--- src/rcbms_pkg.sv ---
package rcbms_pkg;

   localparam int WORD_BITS  = 32;
   localparam int WORD_SHIFT = 5;
   localparam int IDX_W      = 16;

   localparam logic [2:0] CMD_GET        = 3'd0;
   localparam logic [2:0] CMD_PUT        = 3'd1;
   localparam logic [2:0] CMD_SET        = 3'd2;
   localparam logic [2:0] CMD_CLEAR      = 3'd3;
   localparam logic [2:0] CMD_INVERT_ALL = 3'd4;
   localparam logic [2:0] CMD_CLEAR_ALL  = 3'd5;

   localparam logic REG_ROW_COUNT = 1'b0;
   localparam logic REG_COL_COUNT = 1'b1;

   typedef struct packed {
      logic [2:0]  command;
      logic [15:0] row;
      logic [15:0] col;
      logic        bit_in;
   } req_type;

   typedef struct packed {
      logic bit_out;
      logic ok;
   } rsp_type;

   typedef enum logic [2:0] {
      OP_GET,
      OP_WRITE,
      OP_INVERT,
      OP_WIPE,
      OP_REJECT
   } op_kind_type;

   typedef struct packed {
      op_kind_type           kind;
      logic                  bit_val;
      logic [IDX_W-1:0]      word;
      logic [WORD_SHIFT-1:0] pos;
      logic [IDX_W-1:0]      count;
   } op_type;

   typedef enum logic [1:0] {
      ST_CLEAR,
      ST_IDLE,
      ST_MODIFY,
      ST_SWEEP
   } back_state_type;

endpackage

--- src/rcbms_queue.sv ---
module rcbms_queue
   import rcbms_pkg::*;
(
   input  logic   clock,
   input  logic   reset,
   input  logic   push,
   input  op_type push_op,
   output logic   full,
   input  logic   pop,
   output logic   empty,
   output op_type head_op
);

   op_type     slot_ff [2];
   logic       wr_ptr_ff, wr_ptr_in;
   logic       rd_ptr_ff, rd_ptr_in;
   logic [1:0] cnt_ff, cnt_in;

   assign full    = (cnt_ff == 2'd2);
   assign empty   = (cnt_ff == 2'd0);
   assign head_op = slot_ff[rd_ptr_ff];

   always_comb begin
      wr_ptr_in = push ? !wr_ptr_ff : wr_ptr_ff;
      rd_ptr_in = pop ? !rd_ptr_ff : rd_ptr_ff;
      cnt_in    = cnt_ff + 2'(push) - 2'(pop);
   end

   always_ff @(posedge clock) begin
      if (reset) begin
         wr_ptr_ff <= 1'b0;
         rd_ptr_ff <= 1'b0;
         cnt_ff    <= 2'd0;
      end else begin
         wr_ptr_ff <= wr_ptr_in;
         rd_ptr_ff <= rd_ptr_in;
         cnt_ff    <= cnt_in;
      end
   end

   always_ff @(posedge clock) begin
      if (push) begin
         slot_ff[wr_ptr_ff] <= push_op;
      end
   end

endmodule

--- config.mk ---
export PLATFORM = sky130hd
export DESIGN_NAME = rcbms_queue
export DESIGN_NICKNAME = d
export VERILOG_FILES = /design/src/rcbms_pkg.sv /design/src/rcbms_queue.sv
export SDC_FILE = /design/constraint.sdc
export NUM_CORES = 1
export LEC_CHECK = 0
export BUFFER_PORTS_ARGS = -buffer_cell sky130_fd_sc_hd__buf_2
export CAP_MARGIN = 20
export CORE_ASPECT_RATIO = 0.75
export CORE_MARGIN = 10
export CORE_UTILIZATION = 56
export CTS_CLUSTER_DIAMETER = 30
export CTS_CLUSTER_SIZE = 14
export DETAILED_ROUTE_END_ITERATION = 12
export GPL_ROUTABILITY_DRIVEN = 0
export GPL_TIMING_DRIVEN = 0
export PLACE_DENSITY_LB_ADDON = 0.12
export SLEW_MARGIN = 10
export SYNTH_ARGS = -nofsm -noshare
export SYNTH_HDL_FRONTEND = slang
export SYNTH_SLANG_ARGS = --single-unit
export TNS_END_PERCENT = 100
--- constraint.sdc ---
create_clock -name clock -period 5.3 [get_ports clock]
set_clock_uncertainty 0.1 [all_clocks]
set_input_delay 0 -clock clock [delete_from_list [all_inputs] [get_ports clock]]
set_output_delay 0 -clock clock [all_outputs]
set_load 0.005 [all_outputs]
==> results.rst <==
.. list-table::
   :header-rows: 1

   * - Metric
     - Value
   * - Result of the run
     - complete, no violations
   * - Detail Placement HPWL
     - a little over 4 mm
   * - Initial antenna violation count
     - 0
   * - Count of input and output buffers
     - 87
   * - Sinks on Clock Net
     - 87
   * - TritonCTS clock tree
     - done
   * - DRC violations left
     - 0
   * - Row Count
     - 24
   * - Pwr dens
     - between 300 and 400 mW/mm²
   * - Clk Latency, worst-skew pair
     - 0.34 ns
   * - Die Footprint
     - between 0.009 and 0.01 mm²
   * - Critical path data arrival time
     - approximately 2 ns
   * - Path category of the worst min-delay check
     - primary input to flip-flop
   * - Minimum setup slack after placement
     - around 3.7 ns
   * - Chip height
     - 87.3 µm
   * - Number of endpoints failing setup at the final stage
     - 0
   * - Count of hold buffers inserted by post-cts repair
     - 45
   * - Cell with the most instances after synthesis
     - edfxtp_1
   * - Antenna-violating nets left
     - 0
   * - Area fraction of the dominant cell type after synthesis
     - 72.8%
   * - Number of global-route vias before repair
     - 2019
   * - Fin crit share
     - between 30% and 40%
   * - Total global routing track utilization
     - between 10 and 15%
   * - Worst setup margin
     - ~3.4 ns
   * - Clock buffer depth
     - 2
   * - Unrepaired setup endpoints after global routing
     - no
   * - Synthesis-to-layout area growth
     - 36.7%
   * - Cell area after synthesis
     - ~0.0034 mm²
   * - Violation count after the first detailed-route iteration
     - between 40 and 50
   * - Ys Warns
     - 0
   * - Average routed wire per standard cell
     - roughly 18 µm
   * - CTS H-Tree Depth
     - 3
   * - Placed Cells
     - between 300 and 400
   * - # diodes
     - 0
   * - Via count normalized by instance count
     - 4.86
   * - Timing-limited maximum frequency
     - approximately 530 MHz
   * - Number of CTS-inserted buffers
     - 9
   * - Clock root cell
     - clkbuf_8
   * - Main area contributors after synthesis
     - edfxtp_1, mux2_4, dfxtp_1
   * - Leading register cell type out of synthesis
     - edfxtp_1
   * - Number of storage elements in the synthesis netlist
     - slightly below 90
   * - Leakage power of the design
     - around 1.9 nW
   * - Design area
     - ~0.0046 mm²
   * - Worst hold margin
     - between 0.2 and 0.3 ns
   * - Endpoints failing hold
     - 0
   * - CTS resizes
     - 0
   * - Post-synthesis sequential area ratio
     - about 76%
   * - Least-Margin Pin Slew
     - roughly 0.60 ns
   * - Maximum fanout encountered on the critical timing path
     - 3
   * - Yosys top cell by area
     - edfxtp_1
   * - Number of nets in the final layout
     - roughly 340
   * - Post-Synthesis Mean Instance Area
     - about 23 µm²
   * - Type of the worst setup path
     - flip-flop to flip-flop
   * - Initial standard-cell utilization of the core
     - between 50% and 60%
   * - IO Count
     - between 80 and 90
   * - Setup tns final
     - 0 ns
   * - Post-synth EDFFs
     - 82
   * - Mapped Nets
     - a little under 200
   * - Post-layout minimum cycle time
     - roughly 1.9 ns
   * - First-pass detailed-route iteration total
     - 4
   * - Post-Syn Instances
     - 149
   * - Worst VDD drop
     - about 0.28 mV
   * - Worst setup SP type
     - flip-flop
   * - Total wirelength of the detailed-routed design
     - between 6 and 7 mm
   * - Clock transition time at the flip-flop clock pins of the worst setup and hold paths
     - 0.08 ns
   * - Count of vias placed by the detailed router
     - 1821
   * - Standard cell core area
     - between 0.005 and 0.006 mm²
   * - Width of the die
     - around 110 µm
   * - Kind of end point of the critical path
     - flip-flop
   * - Async S/R FF share, synth
     - 0%
   * - Number of distinct library cells after synthesis
     - 13
   * - Largest net degree at the start of global routing
     - 25
   * - Instance area at placement
     - 0.00397 mm²
   * - Post-CTS Setup Repair Bufs
     - 0
   * - Post-route non-filler standard cell count
     - between 300 and 400
   * - Worst rel slew slack
     - between 60% and 70%
   * - Most instantiated cells after synthesis
     - edfxtp_1, mux2_4, dfxtp_1, nor2_1, buf_12
   * - Fraction of final layout cells with drive strength greater than 1
     - 50.5%
   * - Critical Path RT
     - around 5.4 ns
   * - Count of pins over their slew limit
     - 0
   * - Count of max-cap constraint violations
     - 0
   * - Overall overflow remaining after global route
     - 0
   * - Wire length of the first global-routing pass
     - 10.3 mm
[metrics by stage]
stage	power (W)	utilization [%]
2_1_floorplan	0.000953	-
3_3_place_gp	0.00103	67.2
3_5_place_dp	0.00104	68.2
4_1_cts	0.00153	79.3
5_1_grt	0.00159	79.3
6_report	0.00152	79.3
[critical path, cell delays in order, from the launching register on]
cell,delay (ns)
dfxtp_1,0.37
inv_1,0.06
ha_1,0.27
inv_1,0.04
ha_1,0.25
nor2b_1,0.13
dlygate4sd3_1,0.55
[cells by family after synthesis]
logic type	count (synthesis)	synth area share, %
buffers and inverters	7	2.92
AND/OR/NAND/NOR	9	1.30
multiplexers	41	18.1
XOR/XNOR	3	1.18
adder cells (fa/ha/maj)	2	0.740
flip-flops	87	75.8
[path summary, 6_finish.rpt]
kind / start / to / slack, ns / depth (start not counted)
hold reg to reg: rd_ptr_ff / flip-flop / 0.43 / 2
setup reg to reg: cnt_ff[0] / cnt_ff[0] / 3.42 / 6
hold / removal: push_op[4] / slot_ff[1][4] / 0.27 / 2
setup / recovery: cnt_ff[0] / cnt_ff[0] / 3.42 / 6
[sequential cells by signal, indices dropped and copies added (netlist names), named ones only]
signal and count:
wr_ptr_ff 1, rd_ptr_ff 1, cnt_ff 2, slot_ff 82
[power breakdown]
group          leakage [nW]  internal, W  switching (W)
logic                 0.963     0.000144      0.0000920
registers             0.811     0.000801      0.0000144
clock network        0.0982     0.000259       0.000209
total                  1.87      0.00120       0.000315
[per-layer routing]
layer / global-route usage, % / wire length [µm] / vias up
met5: 0 / 0 / -
met4: 3.89 / 61 / 0
met3: 7.10 / 536 / 7
met2: 25.6 / 3590 / 58
met1: 14.6 / 2440 / 892
li1: - / - / 864
[placed cells by master (no fill, tap or decap)]
master / n
buf_2: 87
edfxtp_1: 82
dlygate4sd3_1: 45
mux2_4: 40
clkbuf_8: 9
buf_12: 5
nor2_1: 5
dfxtp_1: 5
inv_1: 2
nor2b_1: 2
xnor2_1: 2
ha_1: 2
bufinv_16: 2
buf_6: 1
mux2_2: 1
and2_2: 1
nor2b_4: 1
xnor3_1: 1
clkbuf_1: 1
clkinvlp_4: 1
clkinv_2: 1
buf_16: 1
[area by class of cell]
cell class / instances / area [µm²]
buffer: 5 / 91.3
clock buffer: 10 / 128
clock inverter: 4 / 72.6
fill: 330 / 1200
inverter: 2 / 7.51
multi-input combinational: 55 / 729
sequential: 87 / 2560
tap: 78 / 97.6
timing repair buffer: 134 / 933
Power figures use the tool's default switching activity.
