File: src/rcbms_pkg.sv
package rcbms_pkg;

   localparam int WORD_BITS  = 32;
   localparam int WORD_SHIFT = 5;
   localparam int IDX_W      = 16;

   localparam logic [2:0] CMD_GET        = 3'd0;
   localparam logic [2:0] CMD_PUT        = 3'd1;
   localparam logic [2:0] CMD_SET        = 3'd2;
   localparam logic [2:0] CMD_CLEAR      = 3'd3;
   localparam logic [2:0] CMD_INVERT_ALL = 3'd4;
   localparam logic [2:0] CMD_CLEAR_ALL  = 3'd5;

   localparam logic REG_ROW_COUNT = 1'b0;
   localparam logic REG_COL_COUNT = 1'b1;

   typedef struct packed {
      logic [2:0]  command;
      logic [15:0] row;
      logic [15:0] col;
      logic        bit_in;
   } req_type;

   typedef struct packed {
      logic bit_out;
      logic ok;
   } rsp_type;

   typedef enum logic [2:0] {
      OP_GET,
      OP_WRITE,
      OP_INVERT,
      OP_WIPE,
      OP_REJECT
   } op_kind_type;

   typedef struct packed {
      op_kind_type           kind;
      logic                  bit_val;
      logic [IDX_W-1:0]      word;
      logic [WORD_SHIFT-1:0] pos;
      logic [IDX_W-1:0]      count;
   } op_type;

   typedef enum logic [1:0] {
      ST_CLEAR,
      ST_IDLE,
      ST_MODIFY,
      ST_SWEEP
   } back_state_type;

endpackage

File: src/rcbms_front.sv
module rcbms_front
   import rcbms_pkg::*;
#(
   parameter int MAX_WORDS = 4096
) (
   input  logic        clock,
   input  logic        reset,
   input  logic        req_valid,
   output logic        req_stall,
   input  req_type     req_data,
   input  logic [15:0] row_count,
   input  logic [15:0] col_count,
   input  logic        clearing,
   input  logic        q_full,
   output logic        q_push,
   output op_type      q_op
);

   localparam logic [27:0] MAX_W28 = 28'(MAX_WORDS);

   logic        s_vld_ff, s_vld_in;
   logic [2:0]  s_cmd_ff;
   logic        s_range_ok_ff;
   logic [31:0] s_prod_ff;
   logic [15:0] s_col_ff;
   logic        s_bit_ff;

   logic        take;
   logic        whole;
   logic [15:0] mul_a;
   logic [32:0] offset;
   logic [32:0] used_sum;
   logic [27:0] word_idx;
   logic [27:0] used_raw;
   logic [IDX_W-1:0] used;
   logic        addr_ok;

   assign req_stall = clearing || (s_vld_ff && q_full);
   assign take      = req_valid && !req_stall;
   assign q_push    = s_vld_ff && !q_full;

   assign whole = (req_data.command == CMD_INVERT_ALL) || (req_data.command == CMD_CLEAR_ALL);
   assign mul_a = whole ? row_count : req_data.row;

   always_comb begin
      s_vld_in = s_vld_ff;
      if (take) begin
         s_vld_in = 1'b1;
      end else if (q_push) begin
         s_vld_in = 1'b0;
      end
   end

   always_ff @(posedge clock) begin
      if (reset) begin
         s_vld_ff <= 1'b0;
      end else begin
         s_vld_ff <= s_vld_in;
      end
   end

   always_ff @(posedge clock) begin
      if (take) begin
         s_cmd_ff      <= req_data.command;
         s_range_ok_ff <= (req_data.row < row_count) && (req_data.col < col_count);
         s_prod_ff     <= 32'(mul_a) * 32'(col_count);
         s_col_ff      <= req_data.col;
         s_bit_ff      <= req_data.bit_in;
      end
   end

   // bit offset and used word count share the registered product
   assign offset   = 33'(s_prod_ff) + 33'(s_col_ff);
   assign word_idx = offset[32:WORD_SHIFT];
   assign used_sum = 33'(s_prod_ff) + 33'(WORD_BITS - 1);
   assign used_raw = used_sum[32:WORD_SHIFT];
   assign used     = (used_raw < MAX_W28) ? used_raw[IDX_W-1:0] : IDX_W'(MAX_WORDS);
   assign addr_ok  = s_range_ok_ff && (word_idx < MAX_W28);

   always_comb begin
      q_op.kind    = OP_REJECT;
      q_op.bit_val = 1'b0;
      q_op.word    = word_idx[IDX_W-1:0];
      q_op.pos     = WORD_SHIFT'(WORD_BITS - 1) - offset[WORD_SHIFT-1:0];
      q_op.count   = used;
      unique case (s_cmd_ff) inside
         CMD_GET: begin
            if (addr_ok) begin
               q_op.kind = OP_GET;
            end
         end
         CMD_PUT, CMD_SET, CMD_CLEAR: begin
            if (addr_ok) begin
               q_op.kind = OP_WRITE;
            end
            q_op.bit_val = (s_cmd_ff == CMD_SET) || ((s_cmd_ff == CMD_PUT) && s_bit_ff);
         end
         CMD_INVERT_ALL: begin
            q_op.kind = OP_INVERT;
         end
         CMD_CLEAR_ALL: begin
            q_op.kind = OP_WIPE;
         end
         default: begin
            q_op.kind = OP_REJECT;
         end
      endcase
   end

endmodule

File: config.mk
export PLATFORM = sky130hd
export DESIGN_NAME = rcbms_front
export DESIGN_NICKNAME = d
export VERILOG_FILES = /design/src/rcbms_pkg.sv /design/src/rcbms_front.sv
export SDC_FILE = /design/constraint.sdc
export NUM_CORES = 1
export LEC_CHECK = 0
export BUFFER_PORTS_ARGS = -buffer_cell sky130_fd_sc_hd__buf_2
export CAP_MARGIN = 20
export CORE_MARGIN = 2
export CORE_UTILIZATION = 38
export DETAILED_ROUTE_END_ITERATION = 10
export HOLD_SLACK_MARGIN = 0.06
export SYNTH_ARGS = -nofsm -noshare
export SYNTH_HDL_FRONTEND = slang
export SYNTH_SLANG_ARGS = --single-unit
File: constraint.sdc
create_clock -name clock -period 8.7 [get_ports clock]
set_input_delay 1.305 -clock clock [delete_from_list [all_inputs] [get_ports clock]]
set_output_delay 1.305 -clock clock [all_outputs]
set_load 0.005 [all_outputs]
==> metrics.md, run 1 <==
| Metric | Value |
|---|---|
| Sequential element share of the synthesized area | 0.124 |
| Vias in the first global route | 10500 |
| CTS sink count | 54 |
| Status | finished, final reports clean |
| Finish-stage setup viols | 0 |
| # port buffers | 112 |
| Least-Margin Pin Slew | 0.883 ns |
| Syn. warnings | 0 |
| Synth Instances | 1467 |
| Final Hold Fails | 0 |
| Vias/cell | 5.16 |
| Area contributors post-synth | fa_1 30%, ha_1 14%, edfxtp_1 12%, inv_1 8.2%, nand2_1 5.3% |
| Hold slack final | 0.506 ns |
| CTS clk-pin slew, worst paths | 0.07 ns |
| Area leader, netlist | fa_1 |
| Critical Path Source Type | primary input |
| Post-cts resize count | 0 |
| Die Area | 0.0358 mm2 |
| Root buf cell | clkbuf_16 |
| # hold bufs at CTS | 0 |
| First-pass GRT wire length | 57.8 mm |
| Crit path max fanout | 22 |
| Post-synthesis register bit count | 54 |
| Via Count | 10300 |
| WL per Instance | 18.3 um |
| Core area | 0.0337 mm2 |
| Later-pin clock latency in the skew report | 0.30 ns |
| Pin count of the biggest net entering global routing | 50 |
| Synthesis-to-finish area growth | 8.48% |
| Initial antenna violation count | 0 |
| Final min period | 8.05 ns |
| Final Skew | 0.00653 ns |
| Drt total wl | 36.5 mm |
| Share of cells above drive strength 1 | 0.115 |
| Cell variety after synth | 81 |
| Main synth FF type | edfxtp_1 |
| Syn avg cell area | 8.89 um2 |
| Die height | 189 um |
| RSZ-0062 raised after global routing | false |
| Final period util | 0.925 |
| Pre-CTS setup slack | 0.350 ns |
| Num rows | 67 |
| CP Data Arrival Time | 8.07 ns |
| Crit end category | register |
| Initial drt markers | 587 |
| GRT overflow | 0 |
| Max cap viols | 0 |
| Final setup margin | 0.655 ns |
| Top cell type's share of synthesized area | 0.299 |
| Most common cell after layout, fill and taps aside | inv_1 |
| Sum Neg Setup Slack | 0 ns |
| H-tree levels | 2 |
| Hold WC Path Type | reg2reg |
| Max clock buf depth | 2 |
| CP Class | in2reg |
| Drt drc | 0 |
| I/O pin cnt | 116 |
| Most frequent cells in the layout | 285 x inv_1, 195 x fa_1, 184 x nand2_1 |
| Post-route ant nets | 0 |
| Starting Density | 0.387 |
| Post-CTS Setup Bufs | 0 |
| HPWL after DPL | 30.5 mm |
| Gpl congestion | 0.892 |
| F_max | 124 MHz |
| DRT Pass-1 Iters | 4 |
| Synth Cell Area | 0.0130 mm2 |
| Rel. slew slack | 0.396 |
| Req. time, crit path | 8.72 ns |
| Chip width | 189 um |
| Post-synth EDFFs | 53 |
| CTS Buf Count | 5 |
| CTS tree | done |
| Nets | 1967 |
| Async set-reset flop share out of synthesis | 0 |
| Final Max Tran Viols | 0 |
| GRT Total Usage | 0.208 |
-- cell families after synthesis --
logic type	after synthesis	share of synthesized area
and+or+nand+nor	462	0.170
adders and majority gates	345	0.443
buffers and inverters	336	0.103
AOI/OAI and AO/OA	184	0.0986
xor gates and xnor gates	57	0.0383
DFF	54	0.124
muxes	28	0.0231
other	1	0.000287
-- synth_stat cells, types with 4 or more instances --
cell type and n:
nor3_1 15, nand3_1 12, or3_1 6, clkbuf_1 32
a31oi_1 6, buf_4 6, o221ai_1 4, and2_1 66
fa_1 195, a21oi_1 40, a211oi_1 15, edfxtp_1 53
xnor2_1 37, xor2_1 20, buf_6 5, and3_1 7
o21bai_1 10, inv_1 285, a21o_1 21, mux2_2 17
o21ai_1 4, nor2_1 106, ha_1 150, buf_2 5
o211ai_1 5, nand2_1 184, nor2b_1 7, o21ai_0 29
nand2b_1 9, mux2i_1 11, nand4_1 16, o21a_1 10
nor2_2 10
-- flip-flops by register name, indices dropped and copies added, names as in the netlist --
register,flops
s_col_ff,16
s_prod_ff,32
s_vld_ff,1
s_bit_ff,1
s_range_ok_ff,1
s_cmd_ff,3
-- through the flow --
| step | instances | instance area, um2 | util |
|---|---|---|---|
| 2_1_floorplan | 1469 | 13100 | - |
| 4_1_cts | 1998 | 14200 | 0.420 |
| 3_3_place_gp | 1990 | 14000 | 0.415 |
| 3_5_place_dp | 1990 | 14000 | 0.415 |
| 5_1_grt | 1998 | 14200 | 0.420 |
| 6_report | 1999 | 14200 | 0.420 |
-- worst max-delay path, cell delays in order --
cell and delay (ns):
buf_2 0.11, nor2b_2 0.10, buf_4 0.32, mux2_2 0.54, and2_1 0.24, fa_1 0.54
inv_1 0.06, fa_1 0.53, inv_1 0.05, fa_1 0.52, fa_1 0.44, fa_1 0.55
inv_1 0.05, fa_1 0.53, inv_1 0.04, ha_1 0.36, nand2_1 0.09, nand2_1 0.05
a221oi_1 0.46, o21ai_0 0.24, a211oi_1 0.42, o31ai_1 0.25, nand4_1 0.15, o311ai_1 0.10
-- final cells by class --
| cell class | instances | area, um2 |
|---|---|---|
| fill | 3432 | 19500 |
| multi-input combinational | 1079 | 10100 |
| sequential | 54 | 1610 |
| inverter | 285 | 1070 |
| timing repair buffer | 124 | 651 |
| tap | 448 | 561 |
| clock buffer | 6 | 139 |
| clock inverter | 2 | 16.3 |
| antenna | 1 | 2.50 |
-- routing by layer --
layer  part of all wire  vias up  track usage
li1                   -     4859            -
met1               0.46     5080        0.296
met2               0.45      319        0.336
met3              0.066       47       0.0272
met4              0.023        0       0.0531
met5                  0        -            0
-- path summary, 6_finish.rpt --
path                               from                 endpoint  slack [ns]  depth (start not counted)
setup reg to reg  s_vld_ff$_SDFFE_PP0P_    s_col_ff[0]$_DFFE_PP_        7.05                          3
setup / recovery           req_data[34]  s_prod_ff[29]$_DFFE_PP_        0.65                         24
hold / removal    s_vld_ff$_SDFFE_PP0P_    s_vld_ff$_SDFFE_PP0P_        0.51                          2
hold reg to reg   s_vld_ff$_SDFFE_PP0P_    s_vld_ff$_SDFFE_PP0P_        0.51                          2
Power of run 1 is not shown: default switching activity piles up to over one toggle a cycle in this logic, so the estimate is an artifact.
==> run 2: changes to the inputs <==
--- a/config.mk
+++ b/config.mk
@@ -7,10 +7,13 @@
 export LEC_CHECK = 0
 export BUFFER_PORTS_ARGS = -buffer_cell sky130_fd_sc_hd__buf_2
 export CAP_MARGIN = 20
+export CELL_PAD_IN_SITES_DETAIL_PLACEMENT = 1
+export CELL_PAD_IN_SITES_GLOBAL_PLACEMENT = 1
 export CORE_MARGIN = 2
 export CORE_UTILIZATION = 38
 export DETAILED_ROUTE_END_ITERATION = 10
 export HOLD_SLACK_MARGIN = 0.06
+export PLACE_DENSITY = 0.7
 export SYNTH_ARGS = -nofsm -noshare
 export SYNTH_HDL_FRONTEND = slang
 export SYNTH_SLANG_ARGS = --single-unit
==> constraint.sdc (replaced) <==
create_clock -name clock -period 8.6 [get_ports clock]
set_input_delay 1.29 -clock clock [delete_from_list [all_inputs] [get_ports clock]]
set_output_delay 1.29 -clock clock [all_outputs]
set_load 0.005 [all_outputs]
==> run 2 against run 1 <==
  * Global-route usage is 2.6 points higher
  * Register-to-register slack lost 0.20 ns
  * Clock-buffer cell count stayed put
  * Critical path depth is the same
  * Sequential share of layout area barely moved
  * Sequential cell count unchanged
  * Wire length rose by 12%
  * Cell area hardly changed
  * Highest routed layer unchanged
==> metrics.md, run 2 (synthesis gave the netlist of run 1 again) <==
| Metric | Value |
|---|---|
| Die height | 189 um |
| # hold bufs at CTS | 0 |
| Post-cts resize count | 0 |
| First-pass GRT wire length | 64.5 mm |
| Critical Path Source Type | primary input |
| Req. time, crit path | 8.63 ns |
| Hold slack final | 0.519 ns |
| Final Max Tran Viols | 0 |
| Largest registers | s_prod_ff (32), s_col_ff (16), s_cmd_ff (3) |
| Nets | 1968 |
| Rel. slew slack | 0.415 |
| R2R cell count | 3 |
| Critical path's slowest cell | fa_1 |
| Drt drc | 0 |
| Most frequent cells in the layout | 285 x inv_1, 195 x fa_1, 184 x nand2_1 |
| Critical Path Start | req_data[35] |
| Crit end category | register |
| Post-route ant nets | 0 |
| CTS Buf Count | 5 |
| Chip width | 189 um |
| GRT Total Usage | 0.234 |
| Status | finished, final reports clean |
| Finish-stage setup viols | 0 |
| CTS sink count | 54 |
| Least-Margin Pin Slew | 0.874 ns |
| Final Hold Fails | 0 |
| Final Skew | 0.0106 ns |
| Final min period | 7.98 ns |
| CP Class | in2reg |
| Hold WC Path Type | reg2reg |
| Gpl congestion | 0.917 |
| CP Data Arrival Time | 8.01 ns |
| # port buffers | 112 |
| R2r setup slk | 6.85 ns |
| Max reg flops | 32 |
| Placed inst area | 0.0140 mm2 |
| Max clock buf depth | 2 |
| End point of the critical path | s_prod_ff[28]$_DFFE_PP_ |
| RSZ-0062 raised after global routing | false |
| Most common cell after layout, fill and taps aside | inv_1 |
| GRT overflow | 0 |
| CTS tree | done |
| Vias in the first global route | 11400 |
| Synthesis-to-finish area growth | 8.52% |
| Num rows | 67 |
| Later-pin clock latency in the skew report | 0.30 ns |
| Post-CTS Setup Bufs | 0 |
| CP dominant cell by count | fa_1 |
| Vias/cell | 5.28 |
| RR Endpoint | s_col_ff[2]$_DFFE_PP_ |
| Sum Neg Setup Slack | 0 ns |
| Max cap viols | 0 |
| Crit path max fanout | 16 |
| I/O pin cnt | 116 |
| Die Area | 0.0358 mm2 |
| H-tree levels | 2 |
| Worst-path cell chain | buf_2, nor2b_2, buf_4, mux2_2, and2_1, fa_1, inv_1, fa_1, fa_1, fa_1, inv_1, fa_1, inv_1, fa_1, inv_1, ha_1, a21oi_1, o21bai_1, a21oi_1, a21oi_1, o211a_1, o41a_1, a21oi_1, o311ai_1 |
| Initial drt markers | 495 |
| F_max | 125 MHz |
| Share of cells above drive strength 1 | 0.115 |
| DRT Pass-1 Iters | 5 |
| Starting Density | 0.387 |
| Core area | 0.0337 mm2 |
| Most flop-heavy register | s_prod_ff |
| Root buf cell | clkbuf_16 |
| Design area | 0.0142 mm2 |
| Critical Path Max Stage Delay | 0.57 ns |
| Drt total wl | 40.9 mm |
| WL per Instance | 20.4 um |
| Reg2reg start | s_vld_ff$_SDFFE_PP0P_ |
| Initial antenna violation count | 2 |
| Via Count | 10600 |
| CTS clk-pin slew, worst paths | 0.07 ns |
| Final period util | 0.928 |
| Pin count of the biggest net entering global routing | 46 |
| HPWL after DPL | 35.0 mm |
[run 2: cell types whose count changed in the layout (fill, tap and decap cells not counted)]
| cell | before | now |
|---|---|---|
| clkinv_4 | 0 | 1 |
| buf_4 | 12 | 13 |
| clkbuf_1 | 0 | 1 |
| diode_2 | 1 | 4 |
| clkbuf_8 | 1 | 0 |
| clkinvlp_4 | 1 | 0 |
[run 2: per-layer routing]
metal  up-vias  global-route usage  share of wire
met5         -                   0              0
met1      5365               0.319           0.45
li1       4867                   -              -
met4         0              0.0832          0.034
met3        65              0.0211          0.048
met2       281               0.389           0.47
[run 2: stage by stage]
| step | instances | setup slack, ns | util |
|---|---|---|---|
| final | 2003 | 0.618 | 0.420 |
| after global routing | 1999 | 0.252 | 0.420 |
| after CTS | 1999 | 0.595 | 0.420 |
| after detailed placement | 1991 | 0.266 | 0.416 |
| after global placement | 1991 | 0.457 | 0.416 |
| after floorplan | 1469 | 0.646 | - |
[run 2: worst min path at each step]
stage	start	end	slack, ns	cells after the start
final	s_vld_ff$_SDFFE_PP0P_	s_vld_ff$_SDFFE_PP0P_	0.52	2
after global routing	s_vld_ff$_SDFFE_PP0P_	s_vld_ff$_SDFFE_PP0P_	0.55	2
after CTS	s_vld_ff$_SDFFE_PP0P_	s_vld_ff$_SDFFE_PP0P_	0.53	2
after detailed placement	s_vld_ff$_SDFFE_PP0P_	s_vld_ff$_SDFFE_PP0P_	0.51	2
after global placement	s_vld_ff$_SDFFE_PP0P_	s_vld_ff$_SDFFE_PP0P_	0.48	2
after floorplan	s_vld_ff$_SDFFE_PP0P_	s_vld_ff$_SDFFE_PP0P_	0.47	2
[run 2: final cells by class]
cell class	count	area [um2]
timing repair buffer	125	658
tap	448	561
multi-input combinational	1079	10100
clock buffer	6	129
sequential	54	1610
inverter	285	1070
antenna	4	10.0
clock inverter	2	17.5
fill	4056	19500
[run 2: critical path, delay by kind of cell]
family	cells	cell delay (ns)
AOI/OAI and AO/OA	8	1.78
buffers and inverters	6	0.55
and+or+nand+nor	2	0.37
adders and majority gates	7	3.43
muxes	1	0.55
Power of run 2 is left out for the same reason.
